**config.mk**
```make
export PLATFORM = sky130hd
export DESIGN_NAME = ultrasonic_ping_ranger_core
export DESIGN_NICKNAME = d
export VERILOG_FILES = /design/src/upr_pkg.sv /design/src/upr_seq.sv /design/src/upr_dist.sv /design/src/ultrasonic_ping_ranger_core.sv
export SDC_FILE = /design/constraint.sdc
export NUM_CORES = 1
export LEC_CHECK = 0
export BUFFER_PORTS_ARGS = -buffer_cell sky130_fd_sc_hd__buf_2
export CAP_MARGIN = 10
export CORE_MARGIN = 8
export CORE_UTILIZATION = 45
export DETAILED_ROUTE_END_ITERATION = 8
export REMOVE_ABC_BUFFERS = 1
export SYNTH_ARGS = -nofsm -noshare
export SYNTH_HDL_FRONTEND = slang
export SYNTH_SLANG_ARGS = --single-unit
```
**constraint.sdc**
```tcl
create_clock -name i_clk -period 35.9 [get_ports i_clk]
set_clock_uncertainty 0.05 [all_clocks]
set_input_delay 0 -clock i_clk [delete_from_list [all_inputs] [get_ports i_clk]]
set_output_delay 0 -clock i_clk [all_outputs]
set_load 0.03 [all_outputs]
```
**src/upr_pkg.sv**
```systemverilog
// Types, constants and register codes of the ultrasonic ranger.
package upr_pkg;

    localparam int COUNT_WIDTH = 15;
    localparam int CNT_MAX     = (1 << COUNT_WIDTH) - 1;

    localparam int TRIG_W    = 8;
    localparam int HOLD_W    = 12;
    localparam int TIMEOUT_W = 15;
    localparam int DIST_W    = 16;
    localparam int WIDTH_W   = 15;
    localparam int CFG_IDX_W = 3;
    localparam int CFG_DATA_W = 16;

    localparam int IN_TDATA_W  = 8;
    localparam int OUT_TDATA_W = 40;

    // Result word bit positions
    localparam int OB_DRIVE    = 0;
    localparam int OB_OE       = 1;
    localparam int OB_BUSY     = 2;
    localparam int OB_VALID    = 3;
    localparam int OB_WIDTH_LO = 4;
    localparam int OB_DIST_LO  = OB_WIDTH_LO + WIDTH_W;
    localparam int OB_NEAR     = OB_DIST_LO + DIST_W;
    localparam int OB_TOUT     = OB_NEAR + 1;
    localparam int OB_PAD_W    = OUT_TDATA_W - OB_TOUT - 1;

    // Distance scale: 0.034 cm/us * 64 in Q10
    localparam int DIST_MULT   = 2228;
    localparam int DIST_MULT_W = 12;
    localparam int DIST_SHIFT  = 10;
    localparam int PROD_W      = (WIDTH_W - 1) + DIST_MULT_W;

    localparam logic [TRIG_W-1:0]    RST_TRIG_LOW  = TRIG_W'(2);
    localparam logic [TRIG_W-1:0]    RST_TRIG_HIGH = TRIG_W'(5);
    localparam logic [HOLD_W-1:0]    RST_HOLDOFF   = HOLD_W'(750);
    localparam logic [TIMEOUT_W-1:0] RST_TIMEOUT   = TIMEOUT_W'(18500);
    localparam logic [DIST_W-1:0]    RST_NEAR_THR  = DIST_W'(1440);

    typedef logic [COUNT_WIDTH-1:0] t_count;
    typedef logic [WIDTH_W-1:0]     t_width;
    typedef logic [DIST_W-1:0]      t_dist;

    typedef enum logic [2:0] {
        PH_IDLE,
        PH_PRELOW,
        PH_HIGH,
        PH_HOLD,
        PH_ECHO
    } t_phase;

    typedef enum logic [CFG_IDX_W-1:0] {
        CFG_TRIG_LOW,
        CFG_TRIG_HIGH,
        CFG_HOLDOFF,
        CFG_TIMEOUT,
        CFG_NEAR_THR
    } t_cfg_idx;

    typedef struct packed {
        logic [TRIG_W-1:0]    trig_low;
        logic [TRIG_W-1:0]    trig_high;
        logic [HOLD_W-1:0]    holdoff;
        logic [TIMEOUT_W-1:0] timeout;
        logic [DIST_W-1:0]    near_thr;
    } t_cfg;

    // One tick of the sequencer as seen by the result logic
    typedef struct packed {
        logic   drive;
        logic   oe;
        logic   busy;
        logic   valid;
        logic   tout;
        t_width width;
    } t_step;

    // Zero acts as one; clamp to what the counter can hold.
    function automatic t_count echo_limit(input logic [TIMEOUT_W-1:0] timeout);
        int unsigned lim;
        lim = (timeout == '0) ? 32'd1 : 32'(timeout);
        if (lim > 32'(CNT_MAX)) begin
            lim = 32'(CNT_MAX);
        end
        return lim[COUNT_WIDTH-1:0];
    endfunction

endpackage

```
**src/upr_seq.sv**
```systemverilog
// Trigger and echo sequencer: phase and tick counter, one step per word.
module upr_seq (
    input  logic             i_clk,
    input  logic             i_rst_n,
    input  logic             i_adv,
    input  logic             i_start,
    input  logic             i_echo,
    input  upr_pkg::t_cfg    i_cfg,
    output upr_pkg::t_step   o_step
);

    upr_pkg::t_phase r_phase, n_phase;
    upr_pkg::t_count r_tick, n_tick;

    upr_pkg::t_phase s_phase;
    upr_pkg::t_count s_tick;
    upr_pkg::t_count s_lim;
    logic [upr_pkg::COUNT_WIDTH:0] s_inc;

    assign s_lim = upr_pkg::echo_limit(i_cfg.timeout);
    assign s_inc = {1'b0, s_tick} + (upr_pkg::COUNT_WIDTH + 1)'(1);

    // Resolve the phase for this tick: take a start, pass zero-length phases.
    always_comb begin
        s_phase = r_phase;
        s_tick  = r_tick;
        unique case (r_phase)
            upr_pkg::PH_IDLE: begin
                if (i_start) begin
                    s_phase = upr_pkg::PH_PRELOW;
                    s_tick  = '0;
                end
            end
            upr_pkg::PH_PRELOW, upr_pkg::PH_HIGH, upr_pkg::PH_HOLD, upr_pkg::PH_ECHO: begin
                s_phase = r_phase;
            end
            default: begin
                s_phase = i_start ? upr_pkg::PH_PRELOW : upr_pkg::PH_IDLE;
                s_tick  = i_start ? '0 : r_tick;
            end
        endcase
        if (s_phase == upr_pkg::PH_PRELOW &&
            s_tick >= upr_pkg::COUNT_WIDTH'(i_cfg.trig_low)) begin
            s_phase = upr_pkg::PH_HIGH;
            s_tick  = '0;
        end
        if (s_phase == upr_pkg::PH_HIGH &&
            s_tick >= upr_pkg::COUNT_WIDTH'(i_cfg.trig_high)) begin
            s_phase = upr_pkg::PH_HOLD;
            s_tick  = '0;
        end
        if (s_phase == upr_pkg::PH_HOLD &&
            s_tick >= upr_pkg::COUNT_WIDTH'(i_cfg.holdoff)) begin
            s_phase = upr_pkg::PH_ECHO;
            s_tick  = '0;
        end
    end

    // Next state
    always_comb begin
        n_phase = s_phase;
        n_tick  = s_tick;
        unique case (s_phase)
            upr_pkg::PH_IDLE: begin
                n_tick = s_tick;
            end
            upr_pkg::PH_PRELOW, upr_pkg::PH_HIGH, upr_pkg::PH_HOLD: begin
                n_tick = s_inc[upr_pkg::COUNT_WIDTH-1:0];
            end
            upr_pkg::PH_ECHO: begin
                if (!i_echo || s_inc >= {1'b0, s_lim}) begin
                    n_phase = upr_pkg::PH_IDLE;
                    n_tick  = '0;
                end else begin
                    n_tick = s_inc[upr_pkg::COUNT_WIDTH-1:0];
                end
            end
            default: begin
                n_phase = upr_pkg::PH_IDLE;
                n_tick  = '0;
            end
        endcase
    end

    // Outputs
    always_comb begin
        o_step       = '0;
        o_step.busy  = (n_phase != upr_pkg::PH_IDLE);
        unique case (s_phase)
            upr_pkg::PH_IDLE: begin
                o_step.oe = 1'b0;
            end
            upr_pkg::PH_PRELOW, upr_pkg::PH_HOLD: begin
                o_step.oe = 1'b1;
            end
            upr_pkg::PH_HIGH: begin
                o_step.oe    = 1'b1;
                o_step.drive = 1'b1;
            end
            upr_pkg::PH_ECHO: begin
                if (!i_echo) begin
                    o_step.valid = 1'b1;
                    o_step.width = upr_pkg::WIDTH_W'(s_tick);
                end else if (s_inc >= {1'b0, s_lim}) begin
                    o_step.valid = 1'b1;
                    o_step.tout  = 1'b1;
                    o_step.width = upr_pkg::WIDTH_W'(s_lim);
                end
            end
            default: begin
                o_step.oe = 1'b0;
            end
        endcase
    end

    always_ff @(posedge i_clk) begin
        if (!i_rst_n) begin
            r_phase <= upr_pkg::PH_IDLE;
            r_tick  <= '0;
        end else if (i_adv) begin
            r_phase <= n_phase;
            r_tick  <= n_tick;
        end
    end

endmodule

```
**src/upr_dist.sv**
```systemverilog
// Last measurement store: echo width, scaled distance and near compare.
module upr_dist (
    input  logic            i_clk,
    input  logic            i_rst_n,
    input  logic            i_adv,
    input  upr_pkg::t_step  i_step,
    input  upr_pkg::t_dist  i_near_thr,
    output upr_pkg::t_width o_width,
    output upr_pkg::t_dist  o_distance,
    output logic            o_near
);

    upr_pkg::t_width r_width, n_width;
    upr_pkg::t_dist  r_dist, n_dist;

    logic [upr_pkg::PROD_W-1:0] s_prod;

    // Half the round-trip width times the Q10 scale
    assign s_prod = upr_pkg::PROD_W'(i_step.width[upr_pkg::WIDTH_W-1:1]) *
                    upr_pkg::PROD_W'(upr_pkg::DIST_MULT);

    always_comb begin
        n_width = r_width;
        n_dist  = r_dist;
        if (i_step.valid) begin
            n_width = i_step.width;
            n_dist  = s_prod[upr_pkg::DIST_SHIFT +: upr_pkg::DIST_W];
        end
    end

    assign o_width    = n_width;
    assign o_distance = n_dist;
    assign o_near     = (n_dist < i_near_thr);

    always_ff @(posedge i_clk) begin
        if (!i_rst_n) begin
            r_width <= '0;
            r_dist  <= '0;
        end else if (i_adv) begin
            r_width <= n_width;
            r_dist  <= n_dist;
        end
    end

endmodule

```
**src/ultrasonic_ping_ranger_core.sv**
```systemverilog
// Top level of the ultrasonic ranger: config registers, input and result stages.
//
// One input word per microsecond tick carries a start request and the sampled
// pin level; every accepted word yields exactly one result word describing the
// pin drive, busy state and, on completion, echo width and distance in 1/64 cm.
// Throughput is one word per clock while the receiver keeps m_axis_tready high;
// an accepted word passes the input register, then the result register, before
// it can be taken. The single-pass sequencer step and the 14x12 distance
// multiplier sit between the two registers.
// Configuration registers may be written only while no measurement is running
// and no word is in flight.
module ultrasonic_ping_ranger_core (
    input  logic                                i_clk,
    input  logic                                i_rst_n,
    input  logic                                i_cfg_wr_en,
    input  logic [upr_pkg::CFG_IDX_W-1:0]       i_cfg_index,
    input  logic [upr_pkg::CFG_DATA_W-1:0]      i_cfg_wdata,
    input  logic                                s_axis_tvalid,
    output logic                                s_axis_tready,
    // [0] start_req, [1] echo_level, [7:2] zero
    input  logic [upr_pkg::IN_TDATA_W-1:0]      s_axis_tdata,
    output logic                                m_axis_tvalid,
    input  logic                                m_axis_tready,
    // [0] pin_drive, [1] pin_output_enable, [2] busy_res, [3] result_valid,
    // [18:4] echo_width, [34:19] distance, [35] near, [36] timed_out, [39:37] zero
    output logic [upr_pkg::OUT_TDATA_W-1:0]     m_axis_tdata
);

    upr_pkg::t_cfg r_cfg;

    logic r_in_valid;
    logic r_in_start;
    logic r_in_echo;
    logic r_out_valid;
    logic [upr_pkg::OUT_TDATA_W-1:0] r_out_data;
    logic [upr_pkg::OUT_TDATA_W-1:0] n_out_data;

    logic s_adv;
    logic s_in_take;

    upr_pkg::t_step  s_step;
    upr_pkg::t_width s_width;
    upr_pkg::t_dist  s_dist;
    logic            s_near;

    // Advance the held word whenever the result slot is free or draining.
    assign s_adv         = r_in_valid && (!r_out_valid || m_axis_tready);
    assign s_axis_tready = !r_in_valid || !r_out_valid || m_axis_tready;
    assign s_in_take     = s_axis_tvalid && s_axis_tready;

    always_ff @(posedge i_clk) begin
        if (!i_rst_n) begin
            r_cfg.trig_low  <= upr_pkg::RST_TRIG_LOW;
            r_cfg.trig_high <= upr_pkg::RST_TRIG_HIGH;
            r_cfg.holdoff   <= upr_pkg::RST_HOLDOFF;
            r_cfg.timeout   <= upr_pkg::RST_TIMEOUT;
            r_cfg.near_thr  <= upr_pkg::RST_NEAR_THR;
        end else if (i_cfg_wr_en) begin
            unique case (i_cfg_index)
                upr_pkg::CFG_TRIG_LOW: begin
                    r_cfg.trig_low <= i_cfg_wdata[upr_pkg::TRIG_W-1:0];
                end
                upr_pkg::CFG_TRIG_HIGH: begin
                    r_cfg.trig_high <= i_cfg_wdata[upr_pkg::TRIG_W-1:0];
                end
                upr_pkg::CFG_HOLDOFF: begin
                    r_cfg.holdoff <= i_cfg_wdata[upr_pkg::HOLD_W-1:0];
                end
                upr_pkg::CFG_TIMEOUT: begin
                    r_cfg.timeout <= i_cfg_wdata[upr_pkg::TIMEOUT_W-1:0];
                end
                upr_pkg::CFG_NEAR_THR: begin
                    r_cfg.near_thr <= i_cfg_wdata[upr_pkg::DIST_W-1:0];
                end
                default: begin
                    r_cfg <= r_cfg;
                end
            endcase
        end
    end

    always_ff @(posedge i_clk) begin
        if (!i_rst_n) begin
            r_in_valid <= 1'b0;
        end else if (s_in_take) begin
            r_in_valid <= 1'b1;
        end else if (s_adv) begin
            r_in_valid <= 1'b0;
        end
    end

    always_ff @(posedge i_clk) begin
        if (s_in_take) begin
            r_in_start <= s_axis_tdata[0];
            r_in_echo  <= s_axis_tdata[1];
        end
    end

    upr_seq u_seq (
        .i_clk   (i_clk),
        .i_rst_n (i_rst_n),
        .i_adv   (s_adv),
        .i_start (r_in_start),
        .i_echo  (r_in_echo),
        .i_cfg   (r_cfg),
        .o_step  (s_step)
    );

    upr_dist u_dist (
        .i_clk      (i_clk),
        .i_rst_n    (i_rst_n),
        .i_adv      (s_adv),
        .i_step     (s_step),
        .i_near_thr (r_cfg.near_thr),
        .o_width    (s_width),
        .o_distance (s_dist),
        .o_near     (s_near)
    );

    assign n_out_data = {{upr_pkg::OB_PAD_W{1'b0}}, s_step.tout, s_near, s_dist, s_width,
                         s_step.valid, s_step.busy, s_step.oe, s_step.drive};

    always_ff @(posedge i_clk) begin
        if (!i_rst_n) begin
            r_out_valid <= 1'b0;
        end else if (s_adv) begin
            r_out_valid <= 1'b1;
        end else if (m_axis_tready) begin
            r_out_valid <= 1'b0;
        end
    end

    always_ff @(posedge i_clk) begin
        if (s_adv) begin
            r_out_data <= n_out_data;
        end
    end

    assign m_axis_tvalid = r_out_valid;
    assign m_axis_tdata  = r_out_data;

endmodule

```
# Word level (Yosys, flattened, before mapping)
# Cells that the tools add are included.
[op_classes]
add_sub_neg = 1
mul = 1
n_div = 0
order_cmp = 6
n_eq_ne = 15
n_shift = 0
muxes = 30
n_bitwise = 0
n_reduce_logical = 28
[ops]
columns = ["cell", "count"]
rows = [
  ["15-bit 2-to-1 mux", 10],
  ["15-bit one-hot mux with 3 select lines", 1],
  ["17-bit 2-to-1 mux", 2],
  ["32-bit by 15-bit greater-than comparator with 1-bit output, second input constant", 1],
  ["15-bit by 8-bit greater-or-equal comparator with 1-bit output", 2],
  ["3-bit by 2-bit == test with 1-bit output, second input constant", 8],
  ["14-bit by 10-bit multiplier with 24-bit output, second input constant", 1],
  ["15-bit by 1-bit adder with 16-bit output, second input constant", 1],
  ["16-bit by 15-bit greater-or-equal comparator with 1-bit output", 1],
  ["16-bit < comparator", 1],
  ["16-bit 2-to-1 mux", 1],
  ["15-bit by 12-bit greater-or-equal comparator with 1-bit output", 1],
  ["15-bit logical NOT", 1],
  ["3-bit 2-to-1 mux", 5],
  ["3-bit by 1-bit == test with 1-bit output, second input constant", 4],
  ["3-bit one-hot mux with 2 select lines", 2],
  ["2-bit AND reduction", 6],
  ["3-bit == test, second input constant", 3],
  ["3-bit logical NOT", 3],
  ["1-bit 2-to-1 mux", 9],
  ["4-bit OR reduction", 2],
  ["1-bit logical AND", 5],
  ["1-bit logical OR", 4],
  ["2-bit nonzero test", 2],
  ["other kinds (3)", 5],
]
[word_totals]
register_bits = 149
latchBits = 0
ramBits = 0
rom_bits = 0
out_inout_bits = 42
wordCells = 96
mem_count = 0

# Longest topological paths before layout
# Gate-level depths: netlist of run 1.
[logic_depth]
depth_word = 20
mapped_depth = 81

# Hierarchy
# Synthesis of run 1 repeated with hierarchy kept, for this count alone.
[unflattened]
hier_cells = 1127
area_unflattened_um2 = 10701.5
[by_module_without_submodules]
columns = ["module", "instances", "cells_each", "area_per_inst_um2", "seq_area_each_um2"]
rows = [
  ["upr_dist", 1, 458, 4150.2, 620.6],
  ["ultrasonic_ping_ranger_core", 1, 281, 3612.2, 2392.3],
  ["upr_seq", 1, 388, 2939.1, 360.3],
]

# Worst setup path before layout of run 1
# No wires, ideal clock.
[synth_timing]
path_type = "reg2reg"
start = "register u_seq.r_phase[0]"
end = "register r_out_data, in the netlist m_axis_tdata[35], data pin"
arrival_ps = 14829
required_time_ps = 35698
path_slack_ps = 20870
path_stages_with_launch = 78
n_path_buf = 6
path_cell_list = "dfxtp_1 > buf_2 > nor2_1 > mux2_2 > clkbuf_1 > nor2_1 > ha_1 > a2111oi_0 > o22a_1 > a21oi_1 > nor2_1 > clkbuf_1 > nand2_1 > inv_1 > ha_1 > o21ai_0 > a21o_1 > a31oi_1 > (+42 left out) > a21oi_1 > o31ai_1 > a41oi_4 > nor2_1 > o311a_1 > or3_1 > a31o_1 > ha_1 > a21o_1 > a21oi_1 > nor2b_1 > o21ai_0 > nand2b_1 > a21oi_1 > nor2b_1 > o21ai_0 > nand2_1 > a31oi_1"
[synth_between]
elab_chain_cells = 20
[synth_lines]
columns = ["element", "line_no", "text"]
rows = [
  ["start, declared", "upr_seq.sv:12", "upr_pkg::t_phase r_phase, n_phase;"],
  ["start signal, assigned", "upr_seq.sv:118", "r_phase <= upr_pkg::PH_IDLE;"],
  ["start signal, assigned", "upr_seq.sv:121", "r_phase <= n_phase;"],
  ["3-bit by 1-bit == test with 1-bit output (tied with other cells)", "upr_seq.sv:27", "unique case (r_phase)"],
  ["4-bit OR reduction", "upr_seq.sv:27", ""],
  ["15-bit 2-to-1 mux / 3-bit one-hot mux with 2 select lines (equally long branches)", "-", ""],
  ["15-bit by 8-bit greater-or-equal comparator with 1-bit output / 3-bit by 1-bit == test with 1-bit output (equally long branches)", "upr_seq.sv:43, upr_seq.sv:42", ""],
  ["1-bit logical AND", "upr_seq.sv:42", "if (s_phase == upr_pkg::PH_PRELOW &&"],
  ["15-bit 2-to-1 mux / 3-bit 2-to-1 mux (equally long branches)", "upr_seq.sv:42", ""],
  ["15-bit by 8-bit greater-or-equal comparator with 1-bit output / 3-bit by 2-bit == test with 1-bit output (equally long branches)", "upr_seq.sv:48, upr_seq.sv:47", ""],
  ["1-bit logical AND", "upr_seq.sv:47", "if (s_phase == upr_pkg::PH_HIGH &&"],
  ["(+6 left out)", "-", ""],
  ["17-bit 2-to-1 mux", "upr_seq.sv:104", "end else if (s_inc >= {1'b0, s_lim}) begin"],
  ["15-bit 2-to-1 mux", "upr_seq.sv:101", "if (!i_echo) begin"],
  ["17-bit 2-to-1 mux (*)", "upr_seq.sv:89", "unique case (s_phase)"],
  ["14-bit by 10-bit multiplier with 24-bit output", "upr_dist.sv:19", "assign s_prod = upr_pkg::PROD_W'(i_step.width[upr_pkg::WIDTH_W-1:1]) *"],
  ["16-bit 2-to-1 mux (*)", "upr_dist.sv:25", "if (i_step.valid) begin"],
  ["named net s_dist[8]", "ultrasonic_ping_ranger_core.sv:43", "upr_pkg::t_dist s_dist;"],
  ["16-bit < comparator (*)", "upr_dist.sv:33", "assign o_near = (n_dist < i_near_thr);"],
  ["named net s_near", "ultrasonic_ping_ranger_core.sv:44", "logic s_near;"],
  ["end signal, assigned", "ultrasonic_ping_ranger_core.sv:135", "r_out_data <= n_out_data;"],
  ["end, declared", "ultrasonic_ping_ranger_core.sv:35", "logic [upr_pkg::OUT_TDATA_W-1:0] r_out_data;"],
]
# The timed path passes the listed nets; every way through them passes the cells marked *.
# A chain may end at the register's enable or synchronous reset.

# Worst setup path in the final report of run 1
# Same ends and word-level chain as after synthesis.

==> results of run 1 <==
[cells in the mapped netlist, drive strengths merged (4+ instances only)]
cell and instances:
a22oi 22, and3 11, o211ai 25, ha 135
or3 9, or2 7, nor2b 15, xor2 14
inv 127, o41ai 4, edfxtp 39, a31oi 7
a21oi 97, a21o 22, mux2i 4, nand2b 9
xnor2 11, and2 17, nand4 17, dfxtp 110
fa 26, nand2 203, nor3 19, nor2 94
o31ai 8, buf 11, clkbuf 38, a211oi 8
nor4 8, nand3 33, o21ai 41
[cell families after synthesis]
kind of cell	share of synthesized area (%)
multiplexers	0.493
adder cells (fa/ha/maj)	21.2
XOR/XNOR	2.10
other	0.0360
flip-flops	32.4
buffers and inverters	6.54
AO/OA/AOI/OAI	17.4
AND/OR/NAND/NOR	19.9
[flip-flops by register name (all words and copies together) (netlist names)]
name	cells
r_in_start	1
r_cfg	59
m_axis_tdata	37
u_seq.r_phase	3
m_axis_tvalid	1
u_seq.r_tick	15
u_dist.r_width	15
u_dist.r_dist	16
r_in_valid	1
r_in_echo	1
[worst register-to-register path, delay by kind of cell (launching register included)]
family                     cells  cell delay (ns)
xor gates and xnor gates       1             0.23
buffers and inverters          8             1.45
and+or+nand+nor               30             5.62
AOI/OAI and AO/OA             26             6.64
DFF                            1             0.39
adders and majority gates     11             3.48
[per-stage QoR]
step | hold WS [ns] | setup slack (ns)
2_1_floorplan | 0.0218 | 20.35
3_3_place_gp | 0.129 | 18.34
3_5_place_dp | 0.128 | 18.26
4_1_cts | 0.0298 | 18.20
5_1_grt | 0.0703 | 16.70
6_report | 0.0376 | 17.90
[how the worst max path moves through the flow]
stage,end,slack (ns)
final,m_axis_tdata[35],17.90
after floorplan,m_axis_tdata[35],20.35
after detailed placement,m_axis_tdata[35],18.26
after CTS,m_axis_tdata[35],18.20
after global placement,m_axis_tdata[35],18.34
after global routing,m_axis_tdata[35],16.70
[power by group through the flow]
| stage | Sequential (mW) | Clock [mW] | Combinational [mW] |
|---|---|---|---|
| final | 0.178 | 0.194 | 0.0383 |
| after global routing | 0.179 | 0.204 | 0.0418 |
| after CTS | 0.178 | 0.198 | 0.0381 |
| after detailed placement | 0.182 | 0 | 0.0360 |
| after global placement | 0.182 | 0 | 0.0356 |
| after floorplan | 0.185 | 0 | 0.0191 |
[per-layer routing]
metal | GRT usage [%] | part of all wire, % | up-vias
li1 | - | - | 4454
met1 | 26.1 | 44 | 4267
met2 | 35.2 | 49 | 255
met3 | 3.48 | 5.1 | 39
met4 | 6.21 | 1.8 | 0
met5 | 0 | 0 | -
[final cells by class]
class	count	area [um^2]	area share [%]
clock buffer	20	458	3.86
clock inverter	12	169	1.42
inverter	128	480	4.05
multi-input combinational	920	6370	53.7
sequential	149	3370	28.5
tap	285	357	3.01
timing repair buffer	99	648	5.47
==> metrics.yaml, run 1 <==
dpl.hpwl_um: 21000
drtIter0Drc: 551
status: "complete, no violations"
max_freq_mhz: 55.6
port_buffers: 64
holdPathEnd: "r_cfg[31]"
comb_power_share_pct: 9.3
crit_buf_inv: 8
power_switching_share_pct: 26.2
vias: 9015
synthCells: 1244
crit_type: "reg -> reg"
fp.dieW_um: 168
grt.overflow.total: 0
rows: 55
viasPerCell: 5.59
startpoint: "u_seq.r_phase[0]"
power.density_mw_per_mm2: 34.6
clockBufferDepth: 2
synth_area_leader_cell: "dfxtp_1"
syn-mean-instance-area_um2: 8.37
clock_power_share_pct: 47.3
synth_edf_count: 39
core-area_mm2: 0.0227
maxCapViolations: 0
setup_viol: 0
p_switching_mw: 0.107
hold_viol: 0
synth_cell_type_count: 76
synth_ff_type: "dfxtp_1"
antennaDiodeCount: 0
p_total_mw: 0.411
netlist.area_leader.share_pct: 21.1
drv_slew: 0
p_int_mw: 0.303
pwr-share-seq_pct: 43.4
final_area_mm2: 0.0119
cp-end-kind: "flip-flop"
place_congestion: 0.906
rsz0062_at_grt: "no"
grt_max_degree: 63
ys_seq_area_share_pct: 32.4
holdCritStartpoint: "i_cfg_index[0]"
rr_worst_depth: 76
drt_pass1_iterations: 5
die_area_mm2: 0.0283
root_buffer: "clkbuf_16"
critPathRequiredTime_ns: 36.12
totalNegativeSetupSlack_ns: 0
cts_tree: "built"
fin_crit_sh_pct: 50.1
cp.arrival_ns: 18.22
cts_hold_buf: 26
critical_path.max_fanout: 54
final_cells: 1613
worst_pin_slew_ns: 1.14
wirelength_um: 28700
cellLeakagePower_nw: 5.48
io_pins: 74
cp_top_family: "compound AO/OA/AOI/OAI gates"
slew_headroom_pct: 21.9
grt_antenna_before_repair: 0
clock_sinks: 149
insertion_delay_ns: 0.43
start_kind: "flip-flop"
cts.clk_slew.worst_paths_ns: 0.07
synth_area_mm2: 0.0104
worstReg2RegEnd: "m_axis_tdata[35]"
synthArstFlopShare_pct: 0
cts_resized: 0
die_h_um: 168
numCtsBuffers: 17
rr_startpoint: "u_seq.r_phase[0]"
start_util_pct: 45.9
final_cell_mix: "202 x nand2_1, 135 x ha_1, 126 x inv_1"
nFillCells: 2161
placed_cell_area_mm2: 0.0110
post-route-drc-count: 0
wl_per_cell_um: 17.8
grt_pass1_vias: 8850
grt_use_total_pct: 20.6
cpMostUsedCell: "ha_1"
ys_ff_latch: 149
yosys_warnings: 0
postRouteAntennaNets: 0
min-delay-path-class: "in -> reg"
fin_nets: 1508
drive_gt1_share_pct: 9.71
layout_min_cycle_time_ns: 18.00
area.growth.synth_to_final_pct: 13.8
htree_levels: 4
final_common_cell: "nand2_1"
cpPeakStageDelay_ns: 0.96
hold_depth: 4
critPathSlowestCell: "a2111oi_0"
cp.depth: 76
grt_pass1_wl_um: 46700
cts_setup_buffers: 0
utilization_pct: 52.2
vdd.ir_drop.worst_mv: 0.0268
r2r_slack_ns: 17.90
dp.cells: 1555
synth.area.top_cells: "dfxtp_1 21%, ha_1 16%, edfxtp_1 11%"
Note: power is estimated with default switching activity, not from simulation.
==> inputs of run 2 (changes only) <==
- ABC_AREA: not set -> 1
- clock period: 35.9 -> 18.6 ns (I/O delays scaled with it)
==> run 2 against run 1 <==
  * Core utilization decreased by 0.83 points
  * Combinational power grew to 3.0 times the previous value
  * Cell count increased by 10%
  * Critical path type unchanged
  * Highest routed layer unchanged
  * First-iteration DRC count rose by 8.0%
  * Via count is essentially flat
  * Global-route usage fell by 1.1 points
  * Count of clock-buffer cells in the layout shrank 2
==> metrics.yaml, run 2 <==
synth.area.top_cells: "dfxtp_1 21%, ha_1 16%, edfxtp_1 11%"  # unchanged
synthCells: 1375  # was 1244
synth_edf_count: 39  # unchanged
start_util_pct: 45.5  # was 45.9%
setup_viol: 0  # unchanged
insertion_delay_ns: 0.43  # about the same
postRouteAntennaNets: 0  # unchanged
max_freq_mhz: 64.8  # was 55.6 MHz
wl_met3_um: 864  # was 1460 um
layout_min_cycle_time_ns: 15.44  # was 18.00 ns
worst_pin_slew_ns: 1.09  # was 1.14 ns
synth_top_family_by_area: "adder cells"  # unchanged
rr_worst_depth: 75  # was 76
synth_area_leader_cell: "dfxtp_1"  # unchanged
port_buffers: 64  # unchanged
status: "complete, no violations"  # unchanged
drive_gt1_share_pct: 9.74  # was 9.71%
final_cell_mix: "249 x inv_1, 231 x nand2_1, 140 x a21oi_1"  # was 202 x nand2_1, 135 x ha_1, 126 x inv_1
die_h_um: 169  # was 168 um
slew_headroom_pct: 27.2  # was 21.9%
drtIter0Drc: 595  # was 551
synth_cell_type_count: 55  # was 76
synth_most_common_cell: "inv_1"  # was nand2_1
post-route-drc-count: 0  # unchanged
yosys.area_share.simple_pct: 16.8  # was 19.9%
cp.arrival_ns: 15.67  # was 18.22 ns
die_area_mm2: 0.0287  # was 0.0283 mm^2
synth_compound_area_share_pct: 17.3  # was 17.4%
crit_end: "m_axis_tdata[35]"  # unchanged
grt_pass1_vias: 8850  # unchanged
start_kind: "flip-flop"  # unchanged
synth_adder_area_share_pct: 20.9  # was 21.2%
hold_viol: 0  # unchanged
vdd.ir_drop.worst_mv: 0.0584  # was 0.0268 mV
placed_cell_area_mm2: 0.0111  # was 0.0110 mm^2
utilization_pct: 51.4  # was 52.2%
yosys_warnings: 0  # unchanged
rows: 56  # was 55
htree_levels: 4  # unchanged
critPathRequiredTime_ns: 18.84  # was 36.12 ns
root_buffer: "clkbuf_16"  # unchanged
nFillCells: 2358  # was 2161
synth_ff_type: "dfxtp_1"  # unchanged
final_common_cell: "inv_1"  # was nand2_1
rr_startpoint: "u_seq.r_phase[0]"  # unchanged
numCtsBuffers: 17  # unchanged
crit_type: "reg -> reg"  # unchanged
clock_sinks: 149  # unchanged
critPathSlowestCell: "a21oi_1"  # was a2111oi_0
drt_pass1_iterations: 5  # unchanged
cts_resized: 0  # unchanged
syn-mean-instance-area_um2: 7.70  # was 8.37 um^2
core-area_mm2: 0.0233  # was 0.0227 mm^2
wl_per_cell_um: 15.2  # was 17.8 um
p_total_mw: 0.791  # was 0.411 mW
cpMostUsedCell: "nand2_1"  # was ha_1
grt_pass1_wl_um: 44800  # was 46700 um
cts_tree: "built"  # unchanged
area.growth.synth_to_final_pct: 12.9  # was 13.8%
place_congestion: 0.882  # was 0.906
holdCritStartpoint: "i_cfg_index[2]"  # was i_cfg_index[0]
final_area_mm2: 0.0120  # was 0.0119 mm^2
wirelength_um: 27100  # was 28700 um
ys_ff_latch: 149  # unchanged
r2r_slack_ns: 3.16  # was 17.90 ns
dpl.hpwl_um: 20900  # was 21000 um
cpPeakStageDelay_ns: 0.84  # was 0.96 ns
worstReg2RegEnd: "m_axis_tdata[35]"  # unchanged
synth_mux_area_share_pct: 0  # was 0.493%
maxCapViolations: 0  # unchanged
power.density_mw_per_mm2: 66.2  # was 34.6 mW/mm^2
vias: 9018  # was 9015
drv_slew: 0  # unchanged
synth_area_mm2: 0.0106  # was 0.0104 mm^2
cts.clk_slew.worst_paths_ns: 0.07  # about the same
grt_antenna_before_repair: 0  # unchanged
top_layer: "met4"  # unchanged
grt_use_total_pct: 19.5  # was 20.6%
synth_common_cells: "250 x inv_1, 231 x nand2_1, 140 x a21oi_1, 135 x ha_1, 113 x o21ai_0"  # was 203 x nand2_1, 135 x ha_1, 127 x inv_1, 110 x dfxtp_1, 96 x a21oi_1
io_pins: 74  # unchanged
wl_met2_um: 13400  # was 14000 um
grt.overflow.total: 0  # unchanged
synth-xor-area-share_pct: 2.07  # was 2.10%
totalNegativeSetupSlack_ns: 0  # unchanged
fp.dieW_um: 169  # was 168 um
ys_seq_area_share_pct: 31.9  # was 32.4%
rsz0062_at_grt: "no"  # unchanged
viasPerCell: 5.07  # was 5.59
synthArstFlopShare_pct: 0  # unchanged
grt_max_degree: 72  # was 63
critical_path.max_fanout: 45  # was 54
min-delay-path-class: "in -> reg"  # unchanged
largest_reg_flops: 59  # unchanged
fin_crit_sh_pct: 83.0  # was 50.1%
holdWs_ns: 0.0235  # was 0.0376 ns
wl_met1_um: 12400  # was 12700 um
netlist.area_leader.share_pct: 20.8  # was 21.1%
cellLeakagePower_nw: 6.05  # was 5.48 nW
antennaDiodeCount: 0  # unchanged
clockBufferDepth: 2  # unchanged
fin_nets: 1638  # was 1508
top_register: "r_cfg"  # unchanged
cp-end-kind: "flip-flop"  # unchanged
startpoint: "u_seq.r_phase[0]"  # unchanged
## run 2: metrics by stage
step                instances  worst slack (ns)
finish                   1777              3.16
global route             1777              1.67
CTS                      1777              3.09
detailed placement       1719              3.18
global placement         1719              3.28
floorplan                1331              6.17
## run 2: cell type report
class,count,area [um^2],share of cell area (%)
tap,319,399,3.34
clock buffer,18,429,3.59
clock inverter,14,114,0.953
timing repair buffer,95,618,5.17
inverter,257,965,8.07
sequential,149,3370,28.2
multi-input combinational,925,6050,50.6
## run 2: layer usage
layer | up-vias | global-route usage (%)
met5 | - | 0
met4 | 0 | 5.96
met3 | 33 | 2.68
met2 | 165 | 34.1
met1 | 4171 | 24.5
li1 | 4649 | -
## run 2: report_power, final
group	internal (mW)	switching (mW)	leakage (nW)
Combinational	0.0355	0.0777	4.52
Clock	0.174	0.149	0.257
Sequential	0.350	0.00531	1.27
## run 2: how the worst min path moves through the flow
stage | endpoint | depth (start not counted)
floorplan | r_cfg[43] | 1
global placement | r_in_start | 1
detailed placement | r_in_echo | 1
CTS | r_cfg[45] | 6
global route | r_cfg[45] | 5
finish | r_cfg[45] | 6
## run 2: cells by family (layout without fill, tap and decap cells)
family | count (synthesis) | in the layout
simple gates | 407 | 407
compound gates | 329 | 329
buf+inv | 303 | 384
fa+ha+maj | 161 | 161
flops | 149 | 149
xor+xnor | 25 | 25
other cells | 1 | 3
## run 2: timing repair
item                                   in CTS  in global routing
hold buffers                               26                  0
setup buffers                               0                  0
endpoints found under the hold margin      65                  0
## run 2: worst max-delay path: cells and delay by family, from the launching register on
family,cells,cell delay (ns)
and+or+nand+nor,29,5.12
adders and majority gates,12,4.09
AOI/OAI and AO/OA,20,3.97
buffers and inverters,12,1.22
xor gates and xnor gates,2,0.44
DFF,1,0.34
